## src/stc_pkg.sv

```systemverilog
// Shared constants, reciprocal table and types for the Taylor-series sine block.
`timescale 1ns / 1ps
package stc_pkg;

  localparam int ANGLE_W       = 32;
  localparam int VALUE_W       = 40;
  localparam int TC_W          = 5;
  localparam logic [TC_W-1:0] TC_RESET = 5'd10;
  localparam int MAX_TERMS_DEF = 16;

  localparam int FRAC_BITS  = 28;
  localparam int RECIP_BITS = 48;

  // magnitudes of x, x^2, terms and reciprocals all stay below 2^48
  localparam int OP_W  = 48;
  localparam int DIG_W = 24;
  localparam int ACC_W = 2 * OP_W;
  localparam int SUM_W = 48;

  localparam logic signed [SUM_W-1:0] SUM_MAX = 48'sh007F_FFFF_FFFF;
  localparam logic signed [SUM_W-1:0] SUM_MIN = 48'shFF80_0000_0000;
  localparam logic [VALUE_W-1:0] VALUE_MAX = 40'h7F_FFFF_FFFF;
  localparam logic [VALUE_W-1:0] VALUE_MIN = 40'h80_0000_0000;

  localparam int TAB_DEPTH = 32;
  localparam int TAB_IDX_W = 5;
  localparam logic [63:0] RECIP_ONE = 64'd1 << RECIP_BITS;

  // round(2^48 / ((2n+2)(2n+3))), halves up
  localparam logic [63:0] RECIP_TAB [TAB_DEPTH] = '{
    (RECIP_ONE + 64'd3)    / 64'd6,
    (RECIP_ONE + 64'd10)   / 64'd20,
    (RECIP_ONE + 64'd21)   / 64'd42,
    (RECIP_ONE + 64'd36)   / 64'd72,
    (RECIP_ONE + 64'd55)   / 64'd110,
    (RECIP_ONE + 64'd78)   / 64'd156,
    (RECIP_ONE + 64'd105)  / 64'd210,
    (RECIP_ONE + 64'd136)  / 64'd272,
    (RECIP_ONE + 64'd171)  / 64'd342,
    (RECIP_ONE + 64'd210)  / 64'd420,
    (RECIP_ONE + 64'd253)  / 64'd506,
    (RECIP_ONE + 64'd300)  / 64'd600,
    (RECIP_ONE + 64'd351)  / 64'd702,
    (RECIP_ONE + 64'd406)  / 64'd812,
    (RECIP_ONE + 64'd465)  / 64'd930,
    (RECIP_ONE + 64'd528)  / 64'd1056,
    (RECIP_ONE + 64'd595)  / 64'd1190,
    (RECIP_ONE + 64'd666)  / 64'd1332,
    (RECIP_ONE + 64'd741)  / 64'd1482,
    (RECIP_ONE + 64'd820)  / 64'd1640,
    (RECIP_ONE + 64'd903)  / 64'd1806,
    (RECIP_ONE + 64'd990)  / 64'd1980,
    (RECIP_ONE + 64'd1081) / 64'd2162,
    (RECIP_ONE + 64'd1176) / 64'd2352,
    (RECIP_ONE + 64'd1275) / 64'd2550,
    (RECIP_ONE + 64'd1378) / 64'd2756,
    (RECIP_ONE + 64'd1485) / 64'd2970,
    (RECIP_ONE + 64'd1596) / 64'd3192,
    (RECIP_ONE + 64'd1711) / 64'd3422,
    (RECIP_ONE + 64'd1830) / 64'd3660,
    (RECIP_ONE + 64'd1953) / 64'd3906,
    (RECIP_ONE + 64'd2080) / 64'd4160
  };

  typedef struct packed {
    logic en;
    logic hi;
  } mac_ctrl_t;

endpackage

```

## src/stc_in_if.sv

```systemverilog
// Angle input channel: valid/ready handshake with the angle payload.
`timescale 1ns / 1ps
interface stc_in_if
  import stc_pkg::*;
();
  logic                      valid;
  logic                      ready;
  logic signed [ANGLE_W-1:0] angle;

  modport source (output valid, output angle, input ready);
  modport sink   (input valid, input angle, output ready);
endinterface

```

## src/stc_out_if.sv

```systemverilog
// Result output channel: valid/ready handshake with sine value and clip flag.
`timescale 1ns / 1ps
interface stc_out_if
  import stc_pkg::*;
();
  logic                      valid;
  logic                      ready;
  logic signed [VALUE_W-1:0] sine_value;
  logic                      saturated;

  modport source (output valid, output sine_value, output saturated, input ready);
  modport sink   (input valid, input sine_value, input saturated, output ready);
endinterface

```

## src/sine_taylor_series.sv

```systemverilog
// Top level of the fixed-point Taylor-series sine block.
// Computes sin(angle) for a signed Q3.28 angle as the sum of the first
// term_count Taylor terms, returning a saturated Q11.28 value and a clip flag.
// All products go through one shared 24x48 multiplier: each 48x48 product
// takes two passes and is then rounded, so every term after the first
// costs a multiply by x^2, a multiply by the reciprocal and an accumulate.
// With N the term count clipped to MAX_TERMS (10 after reset), no new angle
// is taken until all N terms are summed and the result is loaded. The result
// sits in an output register, so a new angle is taken while the previous
// result waits. term_count is written through cfg_we_i/cfg_wdata_i; the user
// must write it only while the block is idle; the block does not enforce it.
`timescale 1ns / 1ps
module sine_taylor_series
  import stc_pkg::*;
#(
  parameter int MAX_TERMS = MAX_TERMS_DEF
) (
  input  logic            clk_i,
  input  logic            rst_ni,
  input  logic            cfg_we_i,
  input  logic [TC_W-1:0] cfg_wdata_i,
  stc_in_if.sink          angle_i,
  stc_out_if.source       result_o
);

  localparam int CNT_W = $clog2(MAX_TERMS + 1);
  localparam int CMP_W = TC_W + 1;

  localparam logic [2:0] S_IDLE   = 3'd0;
  localparam logic [2:0] S_MUL_LO = 3'd1;
  localparam logic [2:0] S_MUL_HI = 3'd2;
  localparam logic [2:0] S_DISP   = 3'd3;
  localparam logic [2:0] S_ADD    = 3'd4;
  localparam logic [2:0] S_FIN    = 3'd5;

  localparam logic [1:0] OP_SQ = 2'd0;
  localparam logic [1:0] OP_MX = 2'd1;
  localparam logic [1:0] OP_RC = 2'd2;

  localparam logic [ACC_W-1:0] HALF_FRAC  = ACC_W'(1) << (FRAC_BITS - 1);
  localparam logic [ACC_W-1:0] HALF_RECIP = ACC_W'(1) << (RECIP_BITS - 1);

  logic [2:0]              state_d, state_q;
  logic [1:0]              op_d, op_q;
  logic [CNT_W-1:0]        n_d, n_q;
  logic [CNT_W-1:0]        count_d, count_q;
  logic                    neg_d, neg_q;
  logic [OP_W-1:0]         a_d, a_q;
  logic [OP_W-1:0]         b_d, b_q;
  logic [OP_W-1:0]         x2_d, x2_q;
  logic [OP_W-1:0]         term_d, term_q;
  logic signed [SUM_W-1:0] sum_d, sum_q;
  logic [TC_W-1:0]         term_count_q;

  logic                      out_valid_d, out_valid_q;
  logic signed [VALUE_W-1:0] out_value_q;
  logic                      out_sat_q;
  logic                      out_load;

  mac_ctrl_t               mac_ctrl;
  logic [ACC_W-1:0]        acc;
  logic [ACC_W-1:0]        half;
  logic [OP_W-1:0]         rnd;
  logic [ANGLE_W-1:0]      x_mag;
  logic [CNT_W-1:0]        count_lim;
  logic [OP_W-1:0]         recip;
  logic signed [SUM_W-1:0] term_s;
  logic                    clip_hi, clip_lo;

  assign x_mag = angle_i.angle[ANGLE_W-1] ? ANGLE_W'(-angle_i.angle)
                                          : ANGLE_W'(angle_i.angle);
  assign count_lim = ({1'b0, term_count_q} > CMP_W'(MAX_TERMS)) ? CNT_W'(MAX_TERMS)
                                                                 : CNT_W'(term_count_q);
  assign recip  = OP_W'(RECIP_TAB[TAB_IDX_W'(n_q)]);
  assign half   = (op_q == OP_RC) ? HALF_RECIP : HALF_FRAC;
  assign rnd    = (op_q == OP_RC) ? acc[RECIP_BITS +: OP_W] : acc[FRAC_BITS +: OP_W];
  assign term_s = $signed(SUM_W'(term_q));

  stc_mac u_mac (
    .clk_i  (clk_i),
    .ctrl_i (mac_ctrl),
    .a_i    (a_q),
    .b_i    (b_q),
    .half_i (half),
    .acc_o  (acc)
  );

  always_comb begin
    state_d  = state_q;
    op_d     = op_q;
    n_d      = n_q;
    count_d  = count_q;
    neg_d    = neg_q;
    a_d      = a_q;
    b_d      = b_q;
    x2_d     = x2_q;
    term_d   = term_q;
    sum_d    = sum_q;
    mac_ctrl = '0;
    out_load = 1'b0;
    case (state_q)
      S_IDLE: begin
        if (angle_i.valid) begin
          neg_d   = angle_i.angle[ANGLE_W-1];
          a_d     = OP_W'(x_mag);
          b_d     = OP_W'(x_mag);
          term_d  = OP_W'(x_mag);
          n_d     = '0;
          sum_d   = '0;
          count_d = count_lim;
          op_d    = OP_SQ;
          state_d = (count_lim == '0) ? S_FIN : S_MUL_LO;
        end
      end
      S_MUL_LO: begin
        mac_ctrl.en = 1'b1;
        state_d     = S_MUL_HI;
      end
      S_MUL_HI: begin
        mac_ctrl.en = 1'b1;
        mac_ctrl.hi = 1'b1;
        state_d     = S_DISP;
      end
      S_DISP: begin
        case (op_q)
          OP_SQ: begin
            x2_d    = rnd;
            state_d = S_ADD;
          end
          OP_MX: begin
            a_d     = rnd;
            b_d     = recip;
            op_d    = OP_RC;
            state_d = S_MUL_LO;
          end
          OP_RC: begin
            term_d  = rnd;
            n_d     = CNT_W'(n_q + 1'b1);
            state_d = S_ADD;
          end
          default: state_d = S_IDLE;
        endcase
      end
      S_ADD: begin
        sum_d = (neg_q ^ n_q[0]) ? sum_q - term_s : sum_q + term_s;
        if (CNT_W'(n_q + 1'b1) == count_q) begin
          state_d = S_FIN;
        end else begin
          a_d     = term_q;
          b_d     = x2_q;
          op_d    = OP_MX;
          state_d = S_MUL_LO;
        end
      end
      S_FIN: begin
        if (!out_valid_q || result_o.ready) begin
          out_load = 1'b1;
          state_d  = S_IDLE;
        end
      end
      default: state_d = S_IDLE;
    endcase
  end

  assign clip_hi = sum_q > SUM_MAX;
  assign clip_lo = sum_q < SUM_MIN;

  always_comb begin
    out_valid_d = out_valid_q;
    if (out_load) begin
      out_valid_d = 1'b1;
    end else if (result_o.ready) begin
      out_valid_d = 1'b0;
    end
  end

  always_ff @(posedge clk_i or negedge rst_ni) begin
    if (!rst_ni) begin
      state_q      <= S_IDLE;
      out_valid_q  <= 1'b0;
      term_count_q <= TC_RESET;
    end else begin
      state_q     <= state_d;
      out_valid_q <= out_valid_d;
      if (cfg_we_i) begin
        term_count_q <= cfg_wdata_i;
      end
    end
  end

  always_ff @(posedge clk_i) begin
    op_q    <= op_d;
    n_q     <= n_d;
    count_q <= count_d;
    neg_q   <= neg_d;
    a_q     <= a_d;
    b_q     <= b_d;
    x2_q    <= x2_d;
    term_q  <= term_d;
    sum_q   <= sum_d;
    if (out_load) begin
      out_sat_q <= clip_hi | clip_lo;
      if (clip_hi) begin
        out_value_q <= VALUE_MAX;
      end else if (clip_lo) begin
        out_value_q <= VALUE_MIN;
      end else begin
        out_value_q <= sum_q[VALUE_W-1:0];
      end
    end
  end

  assign angle_i.ready       = (state_q == S_IDLE);
  assign result_o.valid      = out_valid_q;
  assign result_o.sine_value = out_value_q;
  assign result_o.saturated  = out_sat_q;

endmodule

```

## src/stc_mac.sv

```systemverilog
// Shared 24x48 multiply-accumulate unit; a 48x48 product takes two passes.
`timescale 1ns / 1ps
module stc_mac
  import stc_pkg::*;
(
  input  logic             clk_i,
  input  mac_ctrl_t        ctrl_i,
  input  logic [OP_W-1:0]  a_i,
  input  logic [OP_W-1:0]  b_i,
  input  logic [ACC_W-1:0] half_i,
  output logic [ACC_W-1:0] acc_o
);

  localparam int PROD_W = DIG_W + OP_W;

  logic [DIG_W-1:0]  digit;
  logic [PROD_W-1:0] prod;
  logic [ACC_W-1:0]  acc_d, acc_q;

  assign digit = ctrl_i.hi ? a_i[OP_W-1:DIG_W] : a_i[DIG_W-1:0];
  assign prod  = digit * b_i;

  always_comb begin
    if (ctrl_i.hi) begin
      acc_d = acc_q + (ACC_W'(prod) << DIG_W);
    end else begin
      acc_d = ACC_W'(prod) + half_i;
    end
  end

  always_ff @(posedge clk_i) begin
    if (ctrl_i.en) begin
      acc_q <= acc_d;
    end
  end

  assign acc_o = acc_q;

endmodule

```

## src/flat_wrapper.sv

```systemverilog
// flat-port wrapper written by rule: the top's interface ports become plain ports
module sine_taylor_series_flat import stc_pkg::*;
#(
  parameter int MAX_TERMS = MAX_TERMS_DEF
)
  (clk_i, rst_ni, cfg_we_i, cfg_wdata_i, angle_i_valid, angle_i_angle, angle_i_ready, result_o_valid, result_o_sine_value, result_o_saturated, result_o_ready);
  stc_in_if angle_i_i ();
  stc_out_if result_o_i ();
  input  logic clk_i;
  input  logic rst_ni;
  input  logic cfg_we_i;
  input  logic [TC_W-1:0] cfg_wdata_i;
  input wire logic [$bits(angle_i_i.valid)-1:0] angle_i_valid;
  input wire logic [$bits(angle_i_i.angle)-1:0] angle_i_angle;
  output wire logic [$bits(angle_i_i.ready)-1:0] angle_i_ready;
  output wire logic [$bits(result_o_i.valid)-1:0] result_o_valid;
  output wire logic [$bits(result_o_i.sine_value)-1:0] result_o_sine_value;
  output wire logic [$bits(result_o_i.saturated)-1:0] result_o_saturated;
  input wire logic [$bits(result_o_i.ready)-1:0] result_o_ready;
  assign angle_i_i.valid = angle_i_valid;
  assign angle_i_i.angle = angle_i_angle;
  assign angle_i_ready = angle_i_i.ready;
  assign result_o_valid = result_o_i.valid;
  assign result_o_sine_value = result_o_i.sine_value;
  assign result_o_saturated = result_o_i.saturated;
  assign result_o_i.ready = result_o_ready;
  sine_taylor_series #(.MAX_TERMS(MAX_TERMS)) u_core (.clk_i(clk_i), .rst_ni(rst_ni), .cfg_we_i(cfg_we_i), .cfg_wdata_i(cfg_wdata_i), .angle_i(angle_i_i), .result_o(result_o_i));
endmodule
```

## config.mk

```make
export PLATFORM = sky130hd
export DESIGN_NAME = sine_taylor_series_flat
export DESIGN_NICKNAME = d
export VERILOG_FILES = /design/src/stc_pkg.sv /design/src/stc_in_if.sv /design/src/stc_out_if.sv /design/src/sine_taylor_series.sv /design/src/stc_mac.sv /design/src/flat_wrapper.sv
export SDC_FILE = /design/constraint.sdc
export NUM_CORES = 2
export LEC_CHECK = 0
export ABC_AREA = 0
export BUFFER_PORTS_ARGS = -buffer_cell sky130_fd_sc_hd__buf_2
export CORE_ASPECT_RATIO = 0.9
export CORE_MARGIN = 10
export CORE_UTILIZATION = 35
export DETAILED_ROUTE_END_ITERATION = 10
export GPL_TIMING_DRIVEN = 0
export PLACE_DENSITY_LB_ADDON = 0.1
export SLEW_MARGIN = 25
export SYNTH_ARGS = -nofsm -noshare
export SYNTH_HDL_FRONTEND = slang
export SYNTH_HIERARCHICAL = 1
export SYNTH_SLANG_ARGS = --single-unit
```

## constraint.sdc

```tcl
create_clock -name clk_i -period 13.3 [get_ports clk_i]
set_clock_uncertainty 0.15 [all_clocks]
set_input_delay 1.995 -clock clk_i [delete_from_list [all_inputs] [get_ports clk_i]]
set_output_delay 1.995 -clock clk_i [all_outputs]
set_load 0.02 [all_outputs]
```

# Word level (Yosys, flattened, before mapping)
# Memories as Yosys holds them, arrays and structs flattened.
# Cells that the tools add are included.
# word_totals
in_bits	42
romBits	2048
reg_bits	399
n_memories	1
# classes
reduce_logical	17
addsub	6
bitwise_logic	3
muxes	40
n_lt_le_gt_ge	4
multipliers	1
n_eq_ne	13
# memory_table
memory	words	width	rd	rd_clocked_by_memory_dff	write_ports	line_no	rtl
(name not given)	32	64	1	0	0	sine_taylor_series.sv:74	assign recip = OP_W'(RECIP_TAB[TAB_IDX_W'(n_q)]);
# ops
op	n
$mux 48	12
$pmux 48 s3	2
$pmux 48 s2	2
$add 72x96->96	1
$add 96x96->96	1
$mux 96	1
$mul 24x48->72	1
$add 48x48->48	1
$gt 48x40->1 const B	1
$lt 48x40->1 const B	1
$sub 48x48->48	1
$mux 40	1
$mux 32	1
$neg 32->32	1
$mux 24	1
$pmux 3 s6	1
$mux 5	3
$mux 3	4
$pmux 5 s2	1
$reduce_and 2->1	4
$eq 3x2->1 const B	2
$eq 3x3->1 const B	2
$ge 6x6->1 const B	1
$mux 1	6
other kinds (24)	32

# Longest topological paths before layout
# logic_depth
depth_word	6
mapped_depth	47

# Modules after synthesis
# The synthesis kept the hierarchy.
# modules_own_cells
mod	area_per_inst_um2	n_inst	cells_per_inst
stc_mac	49069.6	1	5750
sine_taylor_series	18420.2	1	1778

# Worst setup path after synthesis
# OpenSTA, ideal clock, no wires.
# synth_path
path_type	flip-flop to flip-flop
from	register u_core.state_q[2]
to	register u_core.u_mac.acc_q[94], in the netlist u_core/u_mac/acc_o[94] (data pin)
required_ns	12.877
arrival_time_ns	10.439
slack_ns	2.438
path_stages_with_launch	44
n_path_buf	6
setup_time_ns	0.273
cell_sequence	dfrtp_1 -> clkbuf_1 -> nor3b_1 -> clkbuf_1 -> clkbuf_1 -> mux2_2 -> clkbuf_1 -> and2_1 -> fa_1 -> inv_1 -> fa_1 -> inv_1 -> fa_1 -> fa_1 -> fa_1 -> fa_1 -> inv_1 -> fa_1 -> [8 not listed] -> a21o_1 -> nand3_1 -> and2_1 -> o21ai_0 -> a21oi_1 -> xnor2_1 -> ha_1 -> clkbuf_1 -> nand4_1 -> nor3_1 -> and3_1 -> nand2_1 -> o41ai_2 -> a41oi_1 -> a21oi_1 -> a31oi_1 -> xor2_1 -> mux2i_1
# synth_lines
element	line_no	rtl
start: declaration	sine_taylor_series.sv:43	logic [2:0] state_d, state_q;
start signal: assignment	sine_taylor_series.sv:183	state_q <= state_d;
end signal: assignment	stc_mac.sv:33	acc_q <= acc_d;
end: declaration	stc_mac.sv:18	logic [ACC_W-1:0] acc_d, acc_q;

==> results.cfg <==
[sta]
fin_crit_ns = 13.02
slew_violations = 0
worstMarginPinSlew_ns = 1.21
slew_headroom = 0.190
finalHoldViolations = 0
setup_viol = 0
rsz0062_at_grt = yes
max_freq_ghz = 0.0768
post-route-period-util = 0.979

[critical_path]
setup.worst_path.start_class = flop
arrival_ns = 13.21
worst_path_largest_cell_delay_ns = 0.57
cp_common_cell = fa_1
crit_slowest_cell = fa_1
end_kind = flop
required_ns = 13.49
cp_top_family = adder cells
critPathKind = flop to flop
crit_fanout = 10
path_buf_inv = 9

[route]
drc = 0
drtIter0Drc = 5896
dr.pass1.iters = 8
avgRoutedWirePerCell_um = 27.9
avgViaCountPerCell = 5.44
vias = 55900
drt_wl_total_mm = 287
antenna_left = 0

[die]
fp.dieW_um = 479
die_h_um = 433
ios = 85
die-area_mm2 = 0.207
core_mm2 = 0.188
initial_core_util = 0.352
std_cell_rows = 151

[clocking]
clockBufferDepth = 3
cts-hold-fix-buffers = 0
clk_latency_ns = 0.66
cts_tree = built
cts_sinks = 375
path_clk_slew_ns = 0.06
cts_root_buf = clkbuf_16
numCtsBuffers = 49
h-tree-depth = 2

[outcome]
status = completed

[placed_design]
io_buffers = 84
gp_congestion = 0.987
hpwl_mm = 243
dp.cells = 10200

[job]
drv_cap = 0

[synthesis]
netlist_instances = 7430
avgSynthCellArea_um2 = 8.93
yosysWarningCount = 6
synth_area_mm2 = 0.0663

[grt]
grt_usage = 0.272
grt_pass1_wl_mm = 414
grt_start_max_net_pins = 41
antenna_found_initial = 21
grt_pass1_vias = 56300
gr-total-overflow = 0

[cells_and_area]
syn_to_final_growth_pct = 10.1
layout.cells.non_filler = 10300
final_nets = 9192
post-route-util = 0.388
num-fill-cells = 19500
layout-drive-gt1-share = 0.0593

[hold_path]
hold_path_class = flop to flop
[flip-flops by register name, indices dropped and copies added, names as in the netlist]
name / cells
u_core/sum_q: 48
u_core/a_q: 48
u_core/neg_q: 1
u_core/result_o.sine_value: 40
u_core/u_mac/acc_o: 72
u_core/term_q: 48
u_core/b_q: 48
u_core/state_q: 3
u_core/n_q: 5
u_core/result_o.saturated: 1
u_core/result_o.valid: 1
u_core/term_count_q: 5
u_core/count_q: 5
u_core/x2_q: 48
u_core/op_q: 2
[per-layer routing]
layer | GRT usage | up-vias | part of all wire
met5 | 0 | - | 0.000094
met4 | 0.0741 | 4 | 0.033
met3 | 0.0445 | 329 | 0.075
met2 | 0.411 | 2174 | 0.43
met1 | 0.402 | 28800 | 0.47
li1 | - | 24600 | -
[worst min-delay path, cell delays in order (launching register included)]
cell	delay, ns
dfrtp_1	0.36
nand2b_1	0.08
nand2_1	0.07
[layout by cell type, fill, tap and decap left out, types with 23 or more instances in the layout]
cell       instances
nand4_1           68
a21oi_1          357
buf_2            111
nor3_1            74
nand2b_1          35
inv_1           1168
nor2b_1          168
o211ai_1          29
clkbuf_1         300
o21a_1            34
clkbuf_2          50
xor2_1           132
edfxtp_1         366
a221o_1           43
o21ai_0          264
o21ai_1           30
a21o_1           192
a31oi_1           46
o31ai_1           39
fa_1            1013
clkbuf_16         49
xnor2_1          168
and3_1            46
a211oi_1          47
mux2_2            67
conb_1           142
o21bai_1          54
nor2_1           261
ha_1             413
mux2i_1           23
nand2_1         1015
and2_1           393
or3_1             24
nand3_1           91
[stage by stage]
stage                     instance area [um^2]  hold WS [ns]  TNS, ns  setup WS, ns
after floorplan                          66900         0.346        0          2.44
after global placement                   70400         0.369  -332.46         -2.59
after detailed placement                 71000         0.369   -44.36         -1.67
after CTS                                72800         0.392        0       0.00199
after global routing                     73000         0.431  -0.0414       -0.0297
final                                    73000         0.386        0         0.276
[final timing paths]
| check | startpoint | endpoint | slack (ns) | cells after the start |
|---|---|---|---|---|
| worst min register to register | u_core/result_o.valid | u_core/result_o.valid | 0.39 | 2 |
| worst max register to register | u_core/state_q[2] | u_core/u_mac/acc_o[94] | 0.28 | 43 |
| max in group asynchronous | rst_ni | u_core/term_count_q[1] | 11.69 | 1 |
| worst max-delay path | u_core/state_q[2] | u_core/u_mac/acc_o[94] | 0.28 | 43 |
| min in group asynchronous | rst_ni | u_core/result_o.valid | 1.04 | 1 |
| worst min-delay path | u_core/result_o.valid | u_core/result_o.valid | 0.39 | 2 |
[timing repair]
item,4_1_cts,5_1_grt
gates cloned,0,0
setup buffers,1,3
endpoints found under the setup margin,58,45
resized for setup,62,103
pin swaps,1,3
[final cells by class]
type	count	area [um^2]	share of cell area
Tap cell	2524	3160	0.0432
Multi-Input combinational cell	5605	50000	0.685
Buffer	412	1720	0.0236
Clock inverter	34	389	0.00533
Timing Repair Buffer	109	882	0.0121
Sequential cell	375	11200	0.154
Inverter	1172	4400	0.0603
Antenna cell	7	17.5	0.000240
Clock buffer	51	1230	0.0169
Power is left out: the tool's default activity adds up to more than one toggle a clock period on the data nets, which glitch-free logic cannot reach.
